### config.mk
export PLATFORM = sky130hd
export DESIGN_NAME = static_prefix_byte_encoder_flat
export DESIGN_NICKNAME = d
export VERILOG_FILES = /design/src/rtl/spbe_pkg.sv /design/src/rtl/spbe_if.sv /design/src/rtl/spbe_front.sv /design/src/rtl/spbe_queue.sv /design/src/rtl/spbe_back.sv /design/src/rtl/static_prefix_byte_encoder.sv /design/src/flat_wrapper.sv
export VERILOG_INCLUDE_DIRS = /design/src /design/src/rtl
export SDC_FILE = /design/constraint.sdc
export NUM_CORES = 1
export LEC_CHECK = 0
export ABC_AREA = 1
export BUFFER_PORTS_ARGS = -buffer_cell sky130_fd_sc_hd__buf_2
export CORE_MARGIN = 2
export CORE_UTILIZATION = 62
export DETAILED_ROUTE_END_ITERATION = 7
export PLACE_DENSITY_LB_ADDON = 0.08
export SETUP_SLACK_MARGIN = 0.02
export SYNTH_ARGS = -nofsm -noshare
export SYNTH_HDL_FRONTEND = slang
export SYNTH_SLANG_ARGS = --single-unit
export TNS_END_PERCENT = 20
### constraint.sdc
create_clock -name i_clk -period 5.5 [get_ports i_clk]
set_clock_uncertainty 0.2 [all_clocks]
set_input_delay 0.275 -clock i_clk [delete_from_list [all_inputs] [get_ports i_clk]]
set_output_delay 0.275 -clock i_clk [all_outputs]
set_load 0.02 [all_outputs]
### src/rtl/assert_macros.svh
// Assertion macros shared by the encoder RTL.
`ifndef ASSERT_MACROS_SVH
`define ASSERT_MACROS_SVH

// Check a condition on every clock edge outside reset.
`define SPBE_ASSERT(lbl, clk, rstn, prop, msg) \
    lbl: assert property (@(posedge clk) disable iff (!(rstn)) (prop)) else $error(msg);

// Check a consequence in the same cycle as its trigger.
`define SPBE_ASSERT_IMP(lbl, clk, rstn, ante, cons, msg) \
    lbl: assert property (@(posedge clk) disable iff (!(rstn)) (ante) |-> (cons)) \
        else $error(msg);

// Check a consequence in the cycle after its trigger.
`define SPBE_ASSERT_NXT(lbl, clk, rstn, ante, cons, msg) \
    lbl: assert property (@(posedge clk) disable iff (!(rstn)) (ante) |=> (cons)) \
        else $error(msg);

`endif

### src/rtl/spbe_pkg.sv
// Types, constants and code table function of the prefix byte encoder.
`timescale 1ns / 1ps
`default_nettype none

package spbe_pkg;

    localparam int unsigned WORD_W    = 32;
    localparam int unsigned SEGB_W    = 13;
    localparam int unsigned CODE_W    = 11;
    localparam int unsigned LEN_W     = 4;
    localparam int unsigned Q_DEPTH   = 4;
    localparam int unsigned Q_PTR_W   = 2;
    localparam int unsigned Q_CNT_W   = 3;

    typedef struct packed {
        logic [WORD_W-1:0] code_word;
        logic              last_word;
        logic [SEGB_W-1:0] segment_bytes;
    } t_result;

    typedef struct packed {
        logic [CODE_W-1:0] bits;
        logic [LEN_W-1:0]  len;
    } t_code;

    typedef struct packed {
        logic    push0;
        logic    push1;
        t_result e0;
        t_result e1;
    } t_push_req;

    typedef struct packed {
        logic    valid;
        t_result data;
    } t_q_head;

    function automatic t_code code_of(input logic [7:0] v);
        t_code      c;
        logic [7:0] t;
        t = 8'd0;
        priority if (v <= 8'd3) begin
            c.bits = CODE_W'({v[1:0], 1'b0});
            c.len  = LEN_W'(3);
        end else if (v <= 8'd19) begin
            t      = v - 8'd4;
            c.bits = CODE_W'({t[3:0], 2'b01});
            c.len  = LEN_W'(6);
        end else if (v <= 8'd83) begin
            t      = v - 8'd20;
            c.bits = CODE_W'({t[5:0], 3'b011});
            c.len  = LEN_W'(9);
        end else begin
            t      = v - 8'd84;
            c.bits = {t, 3'b111};
            c.len  = LEN_W'(11);
        end
        return c;
    endfunction

endpackage

`default_nettype wire

### src/rtl/spbe_if.sv
// Stream interfaces for the byte input and the code word output.
`timescale 1ns / 1ps
`default_nettype none

interface spbe_in_if;
    logic       valid;
    logic       ready;
    logic [7:0] data_byte;
    logic       end_of_block;

    modport source (output valid, output data_byte, output end_of_block, input ready);
    modport sink   (input valid, input data_byte, input end_of_block, output ready);
endinterface

interface spbe_out_if;
    logic                             valid;
    logic                             ready;
    logic [spbe_pkg::WORD_W-1:0]      code_word;
    logic                             last_word;
    logic [spbe_pkg::SEGB_W-1:0]      segment_bytes;

    modport source (output valid, output code_word, output last_word,
                    output segment_bytes, input ready);
    modport sink   (input valid, input code_word, input last_word,
                    input segment_bytes, output ready);
endinterface

`default_nettype wire

### src/rtl/spbe_front.sv
// Front end: accept bytes, look up codes, pack bits and close segments.
`timescale 1ns / 1ps
`default_nettype none
`include "assert_macros.svh"

module spbe_front #(
    parameter int unsigned SEGMENT_BYTES = 4096
) (
    input  wire logic                  i_clk,
    input  wire logic                  i_rst_n,
    input  wire logic                  i_valid,
    output logic                       o_ready,
    input  wire logic [7:0]            i_data_byte,
    input  wire logic                  i_end_of_block,
    input  wire logic                  i_space_ok,
    output spbe_pkg::t_push_req        o_push
);

    localparam int unsigned IDX_W = $clog2(SEGMENT_BYTES + 1);
    localparam int unsigned TOT_W = $clog2(SEGMENT_BYTES * 11 + 1);
    localparam int unsigned ACC_W = spbe_pkg::WORD_W + spbe_pkg::CODE_W;

    logic [spbe_pkg::WORD_W-1:0] r_bits, n_bits;
    logic [4:0]                  r_cnt, n_cnt;
    logic [TOT_W-1:0]            r_total, n_total;
    logic [IDX_W-1:0]            r_idx, n_idx;

    spbe_pkg::t_code             code;
    logic [ACC_W-1:0]            acc;
    logic [5:0]                  newcnt;
    logic                        full;
    logic [4:0]                  rest;
    logic                        accept;
    logic                        closing;
    logic [TOT_W-1:0]            sum_total;
    logic [IDX_W-1:0]            sum_idx;
    logic [TOT_W:0]              rnd;
    logic [spbe_pkg::SEGB_W-1:0] seg;

    assign o_ready = i_space_ok;
    assign accept  = i_valid && o_ready;

    always_comb begin
        code      = spbe_pkg::code_of(i_data_byte);
        acc       = {{spbe_pkg::CODE_W{1'b0}}, r_bits} | (ACC_W'(code.bits) << r_cnt);
        newcnt    = {1'b0, r_cnt} + 6'(code.len);
        full      = newcnt[5];
        rest      = newcnt[4:0];
        sum_total = r_total + TOT_W'(code.len);
        sum_idx   = r_idx + IDX_W'(1);
        closing   = i_end_of_block || (sum_idx >= IDX_W'(SEGMENT_BYTES));
        rnd       = {1'b0, sum_total} + (TOT_W + 1)'(31);
        seg       = spbe_pkg::SEGB_W'(rnd >> 5) << 2;
    end

    always_comb begin
        o_push.push0            = accept && (full || closing);
        o_push.push1            = accept && full && closing && (rest != 5'd0);
        o_push.e0.code_word     = acc[spbe_pkg::WORD_W-1:0];
        o_push.e0.last_word     = closing && (!full || rest == 5'd0);
        o_push.e0.segment_bytes = o_push.e0.last_word ? seg : '0;
        o_push.e1.code_word     = spbe_pkg::WORD_W'(acc[ACC_W-1:spbe_pkg::WORD_W]);
        o_push.e1.last_word     = 1'b1;
        o_push.e1.segment_bytes = seg;
    end

    always_comb begin
        n_bits  = r_bits;
        n_cnt   = r_cnt;
        n_total = r_total;
        n_idx   = r_idx;
        if (accept) begin
            if (closing) begin
                n_bits  = '0;
                n_cnt   = '0;
                n_total = '0;
                n_idx   = '0;
            end else begin
                n_bits  = full ? spbe_pkg::WORD_W'(acc[ACC_W-1:spbe_pkg::WORD_W])
                               : acc[spbe_pkg::WORD_W-1:0];
                n_cnt   = rest;
                n_total = sum_total;
                n_idx   = sum_idx;
            end
        end
    end

    always_ff @(posedge i_clk) begin
        if (!i_rst_n) begin
            r_bits  <= '0;
            r_cnt   <= '0;
            r_total <= '0;
            r_idx   <= '0;
        end else begin
            r_bits  <= n_bits;
            r_cnt   <= n_cnt;
            r_total <= n_total;
            r_idx   <= n_idx;
        end
    end

    `SPBE_ASSERT_NXT(a_close_clears, i_clk, i_rst_n, accept && closing,
        r_cnt == 5'd0 && r_idx == '0, "segment state not cleared after close")

endmodule

`default_nettype wire

### src/rtl/spbe_queue.sv
// Four-entry result queue, up to two writes and one read per cycle.
`timescale 1ns / 1ps
`default_nettype none
`include "assert_macros.svh"

module spbe_queue (
    input  wire logic                 i_clk,
    input  wire logic                 i_rst_n,
    input  wire spbe_pkg::t_push_req  i_push,
    output logic                      o_space_ok,
    output spbe_pkg::t_q_head         o_head,
    input  wire logic                 i_pop
);

    spbe_pkg::t_result              r_mem [spbe_pkg::Q_DEPTH];
    logic [spbe_pkg::Q_PTR_W-1:0]   r_wr, r_rd;
    logic [spbe_pkg::Q_CNT_W-1:0]   r_cnt, n_cnt;
    logic [spbe_pkg::Q_PTR_W-1:0]   wr_nxt;
    logic                           pop;

    assign pop        = i_pop && (r_cnt != '0);
    assign wr_nxt     = r_wr + spbe_pkg::Q_PTR_W'(1);
    assign o_space_ok = r_cnt <= spbe_pkg::Q_CNT_W'(spbe_pkg::Q_DEPTH - 2);
    assign o_head.valid = r_cnt != '0;
    assign o_head.data  = r_mem[r_rd];

    always_comb begin
        n_cnt = r_cnt + spbe_pkg::Q_CNT_W'(i_push.push0) + spbe_pkg::Q_CNT_W'(i_push.push1)
              - spbe_pkg::Q_CNT_W'(pop);
    end

    always_ff @(posedge i_clk) begin
        if (i_push.push0) begin
            r_mem[r_wr] <= i_push.e0;
        end
        if (i_push.push1) begin
            r_mem[wr_nxt] <= i_push.e1;
        end
    end

    always_ff @(posedge i_clk) begin
        if (!i_rst_n) begin
            r_wr  <= '0;
            r_rd  <= '0;
            r_cnt <= '0;
        end else begin
            r_wr  <= r_wr + spbe_pkg::Q_PTR_W'(i_push.push0) + spbe_pkg::Q_PTR_W'(i_push.push1);
            r_rd  <= r_rd + spbe_pkg::Q_PTR_W'(pop);
            r_cnt <= n_cnt;
        end
    end

    `SPBE_ASSERT(a_cnt_bound, i_clk, i_rst_n,
        r_cnt <= spbe_pkg::Q_CNT_W'(spbe_pkg::Q_DEPTH), "queue count over depth")
    `SPBE_ASSERT_IMP(a_no_overflow, i_clk, i_rst_n, i_push.push0, o_space_ok,
        "queue written without room for two entries")
    `SPBE_ASSERT_IMP(a_push_order, i_clk, i_rst_n, i_push.push1, i_push.push0,
        "second entry written without the first")

endmodule

`default_nettype wire

### src/rtl/spbe_back.sv
// Back end: output register that drains the result queue.
`timescale 1ns / 1ps
`default_nettype none

module spbe_back (
    input  wire logic               i_clk,
    input  wire logic               i_rst_n,
    input  wire spbe_pkg::t_q_head  i_head,
    output logic                    o_pop,
    spbe_out_if.source              o_out
);

    logic              r_valid;
    spbe_pkg::t_result r_data;
    logic              load;

    assign load  = i_head.valid && (!r_valid || o_out.ready);
    assign o_pop = load;

    assign o_out.valid         = r_valid;
    assign o_out.code_word     = r_data.code_word;
    assign o_out.last_word     = r_data.last_word;
    assign o_out.segment_bytes = r_data.segment_bytes;

    always_ff @(posedge i_clk) begin
        if (load) begin
            r_data <= i_head.data;
        end
    end

    always_ff @(posedge i_clk) begin
        if (!i_rst_n) begin
            r_valid <= 1'b0;
        end else if (load) begin
            r_valid <= 1'b1;
        end else if (o_out.ready) begin
            r_valid <= 1'b0;
        end
    end

endmodule

`default_nettype wire

### src/rtl/static_prefix_byte_encoder.sv
// Top level of the static prefix byte encoder.
//
//  channel  dir  transfer when       payload
//  i_in     in   valid && ready      data_byte[7:0], end_of_block
//  o_out    out  valid && ready      code_word[31:0], last_word, segment_bytes[12:0]
//
// One byte is taken per cycle while the queue has room; the packer state is a register updated on each accepted byte.
// Each byte yields zero, one or two words into a four-entry queue; input stalls
// only while fewer than two queue entries are free.
// A queued word passes from the queue memory through the output register to o_out.
// Synchronous active-low reset empties the queue and clears the segment state.
`timescale 1ns / 1ps
`default_nettype none

module static_prefix_byte_encoder #(
    parameter int unsigned SEGMENT_BYTES = 4096
) (
    input  wire logic    i_clk,
    input  wire logic    i_rst_n,
    spbe_in_if.sink      i_in,
    spbe_out_if.source   o_out
);

    spbe_pkg::t_push_req push;
    spbe_pkg::t_q_head   head;
    logic                space_ok;
    logic                pop;

    spbe_front #(
        .SEGMENT_BYTES (SEGMENT_BYTES)
    ) u_front (
        .i_clk          (i_clk),
        .i_rst_n        (i_rst_n),
        .i_valid        (i_in.valid),
        .o_ready        (i_in.ready),
        .i_data_byte    (i_in.data_byte),
        .i_end_of_block (i_in.end_of_block),
        .i_space_ok     (space_ok),
        .o_push         (push)
    );

    spbe_queue u_queue (
        .i_clk      (i_clk),
        .i_rst_n    (i_rst_n),
        .i_push     (push),
        .o_space_ok (space_ok),
        .o_head     (head),
        .i_pop      (pop)
    );

    spbe_back u_back (
        .i_clk   (i_clk),
        .i_rst_n (i_rst_n),
        .i_head  (head),
        .o_pop   (pop),
        .o_out   (o_out)
    );

endmodule

`default_nettype wire

### src/flat_wrapper.sv
// flat-port wrapper written by rule: the top's interface ports become plain ports
module static_prefix_byte_encoder_flat 
#(
    parameter int unsigned SEGMENT_BYTES = 4096
)
  (i_clk, i_rst_n, i_in_valid, i_in_data_byte, i_in_end_of_block, i_in_ready, o_out_valid, o_out_code_word, o_out_last_word, o_out_segment_bytes, o_out_ready);
  spbe_in_if i_in_i ();
  spbe_out_if o_out_i ();
  input  wire logic i_clk;
  input  wire logic i_rst_n;
  input wire logic [$bits(i_in_i.valid)-1:0] i_in_valid;
  input wire logic [$bits(i_in_i.data_byte)-1:0] i_in_data_byte;
  input wire logic [$bits(i_in_i.end_of_block)-1:0] i_in_end_of_block;
  output wire logic [$bits(i_in_i.ready)-1:0] i_in_ready;
  output wire logic [$bits(o_out_i.valid)-1:0] o_out_valid;
  output wire logic [$bits(o_out_i.code_word)-1:0] o_out_code_word;
  output wire logic [$bits(o_out_i.last_word)-1:0] o_out_last_word;
  output wire logic [$bits(o_out_i.segment_bytes)-1:0] o_out_segment_bytes;
  input wire logic [$bits(o_out_i.ready)-1:0] o_out_ready;
  assign i_in_i.valid = i_in_valid;
  assign i_in_i.data_byte = i_in_data_byte;
  assign i_in_i.end_of_block = i_in_end_of_block;
  assign i_in_ready = i_in_i.ready;
  assign o_out_valid = o_out_i.valid;
  assign o_out_code_word = o_out_i.code_word;
  assign o_out_last_word = o_out_i.last_word;
  assign o_out_segment_bytes = o_out_i.segment_bytes;
  assign o_out_i.ready = o_out_ready;
  static_prefix_byte_encoder #(.SEGMENT_BYTES(SEGMENT_BYTES)) u_core (.i_clk(i_clk), .i_rst_n(i_rst_n), .i_in(i_in_i), .o_out(o_out_i));
endmodule
Yosys cells after proc, flatten, opt, wreduce, memory -nomap -nowiden
Memory sizes are Yosys's and may differ from the RTL's. A register that Yosys moved wholly into a read port is not among the register bits.
Cells that the tools add are included.

cells by class
  add/sub/neg operators = 14
  $lt $le $gt $ge = 5
  shifts and indexed selects = 1
  muxes and demuxes = 15
  bitwise logic cells = 1
  reductions and logical operators = 18

operator list
  kind                                                                              count
  32-bit 2-to-1 mux                                                                 2
  15-bit 2-to-1 mux                                                                 3
  32-bit by 43-bit bitwise OR with 43-bit output                                    1
  11-bit by 5-bit left shift with 43-bit output                                     1
  13-bit 2-to-1 mux                                                                 2
  16-bit by 4-bit adder with 16-bit output                                          1
  16-bit by 5-bit adder with 16-bit output, second input constant                   1
  16-bit 2-to-1 mux                                                                 1
  13-bit by 1-bit adder with 13-bit output, second input constant                   1
  13-bit >= comparator, second input constant                                       1
  8-bit by 2-bit less-or-equal comparator with 1-bit output, second input constant  1
  8-bit by 5-bit less-or-equal comparator with 1-bit output, second input constant  1
  8-bit by 7-bit less-or-equal comparator with 1-bit output, second input constant  1
  1-bit logical AND                                                                 8
  8-bit by 7-bit subtractor with 8-bit output, second input constant                1
  2-bit by 1-bit adder with 2-bit output                                            3
  3-bit by 1-bit adder with 3-bit output                                            2
  5-bit by 4-bit adder with 6-bit output                                            1
  1-bit 2-to-1 mux                                                                  6
  6-bit by 5-bit subtractor with 6-bit output, second input constant                1
  5-bit logical NOT                                                                 1
  5-bit 2-to-1 mux                                                                  1
  5-bit nonzero test                                                                1
  1-bit logical OR                                                                  4
  7 further kinds                                                                   8

storage, ports and cells
  register bits after elaboration = 74
  memory bits (writable) = 184
  output and inout port bits = 48
  memories kept = 1

memories
  memory                depth  bits a word  read ports  clocked after Yosys merged registers in  wr ports  RTL line          text
  u_core.u_queue.r_mem  4      46           1           1                                        2         spbe_queue.sv:15  spbe_pkg::t_result r_mem [spbe_pkg::Q_DEPTH];

Longest topological paths before layout
  depth after elaboration = 10
  depth in mapped cells = 23
  mapped depth without buffers = 23

By module
Synthesis repeated with hierarchy kept, for this count alone.

unflattened totals
  cells, all modules = 2295
  area, all modules = 17558.1 sq um

by module, submodules not included
  module      times used  cells an instance  area an instance (sq um)  seq. area each (sq um)
  spbe_queue  1           1399               10940.5                   5665.4
  spbe_front  1           843                5185.0                    1321.3
  spbe_back   1           53                 1432.6                    1401.3

Least setup slack after synthesis
Ideal clock, no wire load.

  path type = register to register
  start = register u_core.u_back.r_valid (netlist: u_core.u_back.o_out.valid)
  end = register u_core.u_queue.r_cnt[2] (netlist bit)
  library setup time = 128 ps
  arrival = 4149 ps
  slack = 1023 ps
  cell stages (with the launch flop) = 10
  buffers on the path = 0
  period minus slack after synthesis = 4477 ps
  cells stage by stage = dfxtp_1 > inv_1 > nor2_1 > a21oi_1 > ha_1 > inv_1 > fa_1 > fa_1 > xor2_1 > nor2_1

between the ends
  cells in the longest elaborated chain, start to end = 5

RTL lines
  item                                         RTL line                          text
  start, declared                              spbe_back.sv:13                   logic r_valid;
  start signal, assigned                       spbe_back.sv:33                   r_valid <= 1'b0;
  start signal, assigned                       spbe_back.sv:35                   r_valid <= 1'b1;
  start signal, assigned                       spbe_back.sv:37                   r_valid <= 1'b0;
  1-bit logical NOT                            spbe_back.sv:17                   assign load = i_head.valid && (!r_valid || o_out.ready);
  1-bit logical OR                             spbe_back.sv:17
  1-bit logical AND                            spbe_back.sv:17
  via u_core.pop                               static_prefix_byte_encoder.sv:27  logic pop;
  1-bit logical AND                            spbe_queue.sv:21                  assign pop = i_pop && (r_cnt != '0);
  3-bit by 1-bit subtractor with 3-bit output  spbe_queue.sv:29                  - spbe_pkg::Q_CNT_W'(pop);
  end signal, assigned                         spbe_queue.sv:49                  r_cnt <= n_cnt;
  end, declared                                spbe_queue.sv:17                  logic [spbe_pkg::Q_CNT_W-1:0] r_cnt, n_cnt;

The timed path passes the listed nets, and every way through them passes these cells.
A chain may end at the register's enable or synchronous reset.

Final worst setup path
  start = input i_in_data_byte[2]
  end = register u_core.u_queue.r_cnt[2] (netlist bit)

between the ends
  cells in the longest elaborated chain, start to end = 10

RTL lines
  item                                                                         RTL line                            text
  start, declared                                                              flat_wrapper.sv:12                  input wire logic [$bits(i_in_i.data_byte)-1:0] i_in_data_byte;
  8-bit by 7-bit less-or-equal comparator with 1-bit output                    spbe_pkg.sv:49                      end else if (v <= 8'd83) begin
  15-bit 2-to-1 mux                                                            spbe_pkg.sv:49
  15-bit 2-to-1 mux                                                            spbe_pkg.sv:45                      end else if (v <= 8'd19) begin
  15-bit 2-to-1 mux (*)                                                        spbe_pkg.sv:42                      priority if (v <= 8'd3) begin
  5-bit by 4-bit adder with 6-bit output (*)                                   spbe_front.sv:46                    newcnt = {1'b0, r_cnt} + 6'(code.len);
  1-bit logical OR or 1-bit logical AND (tied branches)                        spbe_front.sv:57, spbe_front.sv:58
  1-bit logical AND, on equally long branches                                  spbe_front.sv:57, spbe_front.sv:58
  3-bit by 1-bit adder with 3-bit output or 1-bit logical AND (tied branches)  spbe_queue.sv:28, spbe_front.sv:58
  3-bit by 1-bit adder with 3-bit output (*)                                   spbe_queue.sv:28                    n_cnt = r_cnt + spbe_pkg::Q_CNT_W'(i_push.push0) + spbe_pkg::Q_CNT_W'(i_push.push1)
  3-bit by 1-bit subtractor with 3-bit output (*)                              spbe_queue.sv:29

Mark *: on every way between the ends. The rest lies on a longest branch, timed or not.

==> summary.txt <==
outcome - completed
Synth Instances - 1653
TritonCTS Sinks - 294
Tmin final - 3.96 ns
Slew HR - 0.349
met2 Track Usage GR - 0.476
Syn Std Cell Area - 0.0139 mm²
cell accounting for the most synthesized area - edfxtp_1
YS warnings - 0
asr flop ratio synth - 0
Final setup viols - 0
CTS tree - done
post-CTS setup buffers - 0
setup TNS - 0 ns
pin slew with the least headroom to its limit - 0.976 ns
max-cap violations - 0
input/output buffers - 58
Multi-input gate area - 0.00580 mm²
later-pin clock latency in the skew report - 0.55 ns
met1 Usage GRT - 0.415
Fin. Hold Viols - 0
Final period util - 0.720
n_diodes - 0
drt total wl - 34700 µm
CTS Buf Count - 30
top post-synthesis cells by area - edfxtp_1 (29%), dfxtp_1 (23%), nand2_1 (11%), o21ai_0 (5.0%), nor2_1 (4.9%)
Syn-to-layout area delta - 9.73%
antenna violations before repair - 0
via count - 11600
Die ar. - 0.0236 mm²
Leakage - 6.09 nW
top-area cell type share of the netlist area - 0.286
PnR worst setup slack - 1.54 ns
GR Layer Usage met3 - 0.0333
fmax - 0.252 GHz
Worst Hold Class - in2reg
Clk Tree Root Cell - clkbuf_16
post-synth cell types - 61
fillers - 1742
Register Area - 0.00721 mm²
share of layout cells above drive strength 1 - 0.117
GR peak layer - met2
post-route ant nets - 0
number of synthesized flops with an enable pin - 132
Post-Layout Cell Count - 1980
Yosys reg bits - 294
layout net count - 1708
Boundary Pins - 61
global-route wire length before repair - 56100 µm
total power - 6.87 mW
num rows - 54
Peak VDD IR - 313 µV
initial core utilization - 0.634
Critical Path RT - 5.70 ns
# DRC - 0
total core area - 0.0219 mm²
CP arrival - 4.16 ns
Die Width - 154 µm
RSZ-0062 raised after global routing - no
Post-synth top cells - nand2_1 (413), nor2_1 (183), dfxtp_1 (162)
placed insts - 1922
commonest register cell after synthesis - dfxtp_1
register area share after synthesis - 0.519
Pre-antenna DRT Iters - 7
Avg Cell Area, Syn - 8.40 µm²
vias in the first global route - 10800
CTS clock-pin slew for the worst setup and hold paths - 0.06 ns
Overflow after GRT - 0
chip height - 154 µm
critical path type - in2reg
Worst Path Max Fanout - 9
initial DRC count - 1109
largest net degree at the start of global routing - 90
Final GP Congestion - 0.888
All-Layer GR Usage - 0.291
Clock H-tree levels - 1
setup slack after placement - 1.02 ns
Final HPWL DP - 22000 µm
crit path launch type - input pin
top-count cell post-synth - nand2_1
Slew Viols, Final - 0
wire per inst - 17.5 µm
via-per-instance ratio - 5.83
CP Capture Type - flop
clk buf depth - 3
pwr/cell area - 451 mW/mm²
==> layout make-up <==
type | count | share of cell area
clock buffer | 49 | 0.0594
clock inverter | 7 | 0.00427
inverter | 125 | 0.0310
multi-input combinational | 1149 | 0.381
sequential | 294 | 0.473
tap | 280 | 0.0230
timing repair buffer | 76 | 0.0283
==> registers in the layout, summed over array words and instances, names as in the netlist <==
register	cells
u_core.u_back.o_out.last_word	1
u_core.u_front.r_idx	13
u_core.u_front.r_cnt	5
u_core.u_queue.r_wr	2
u_core.u_back.o_out.code_word	32
u_core.u_front.r_total	16
u_core.u_back.o_out.segment_bytes	11
u_core.u_front.r_bits	32
u_core.u_queue.r_rd	2
u_core.u_back.o_out.valid	1
u_core.u_queue.r_cnt	3
u_core.u_queue.r_mem	176
==> worst paths after layout <==
kind | startpoint | end | slack, ns | cells after the start
worst max-delay path | i_in_data_byte[2] | u_core.u_queue.r_cnt[2]$_SDFF_PN0_ | 1.54 | 21
worst min-delay path | i_in_end_of_block | u_core.u_front.r_total[7]$_SDFFE_PN0P_ | 0.07 | 5
worst max register to register | u_core.u_front.r_cnt[2]$_SDFFE_PN0P_ | u_core.u_queue.r_cnt[2]$_SDFF_PN0_ | 1.72 | 14
worst min register to register | u_core.u_queue.r_mem[1][32]$_SDFFE_PP0P_ | u_core.u_queue.r_mem[1][32]$_SDFFE_PP0P_ | 0.24 | 2
==> power breakdown <==
group / total [mW] / switching (mW) / internal (mW) / leakage (nW)
logic: 2.04 / 1.46 / 0.578 / 3.00
registers: 2.83 / 0.117 / 2.71 / 2.63
clock network: 2.00 / 0.836 / 1.17 / 0.470
total: 6.87 / 2.42 / 4.45 / 6.09
==> routing by layer <==
layer / up-vias / wire length (µm)
li1: 5607 / -
met1: 5412 / 15100
met2: 476 / 16200
met3: 56 / 2700
met4: 0 / 712
met5: - / 0
==> kinds of logic (layout without fill, tap and decap cells) <==
group                      after synthesis  in the layout  share of synthesized area
xor gates and xnor gates                26             26                     0.0188
buffers and inverters                  211            257                     0.0639
adders and majority gates               19             19                     0.0198
other                                    1              2                   0.000270
AOI/OAI and AO/OA                      346            346                      0.144
and+or+nand+nor                        756            756                      0.234
DFF                                    294            294                      0.519
==> layout by cell type, fill, tap and decap left out, types with 16 or more instances in the layout <==
master / synthesis / layout
nand4_1: 19 / 19
xor2_1: 17 / 17
o21ai_0: 138 / 138
buf_4: 2 / 16
buf_2: 20 / 58
nand2_1: 413 / 413
o22ai_1: 77 / 77
clkbuf_16: 0 / 32
dfxtp_1: 162 / 161
a21oi_1: 67 / 66
o21ai_1: 17 / 17
edfxtp_1: 132 / 132
nor2_1: 183 / 183
inv_2: 19 / 20
nand3_1: 77 / 77
inv_1: 100 / 100
==> per-stage QoR <==
step	utilization	cell area, µm²	hold slack (ns)
finish	0.696	15200	0.0662
global route	0.696	15200	0.0988
detailed placement	0.651	14200	0.228
global placement	0.651	14200	0.225
CTS	0.696	15200	0.0520
floorplan	-	13900	0.213
==> worst max-delay path, cell delays in order <==
cell and delay (ns):
buf_2 0.12, inv_1 0.06, ha_1 0.19, nand3_1 0.17
nand2_1 0.12, nand2_2 0.17, nand2_1 0.14, ha_1 0.24
fa_1 0.41, xor2_1 0.19, nor3_1 0.14, or3b_1 0.39
nand2_1 0.19, nor2_8 0.07, inv_1 0.06, ha_1 0.12
inv_1 0.06, fa_1 0.42, fa_1 0.39, xor2_1 0.18
nor2_1 0.05
==> repair_timing <==
action,in CTS,in global routing
endpoints found under the hold margin,11,0
endpoints found under the setup margin,0,0
gates resized for setup,0,0
hold buffers,2,0
Power figures use the tool's default switching activity.
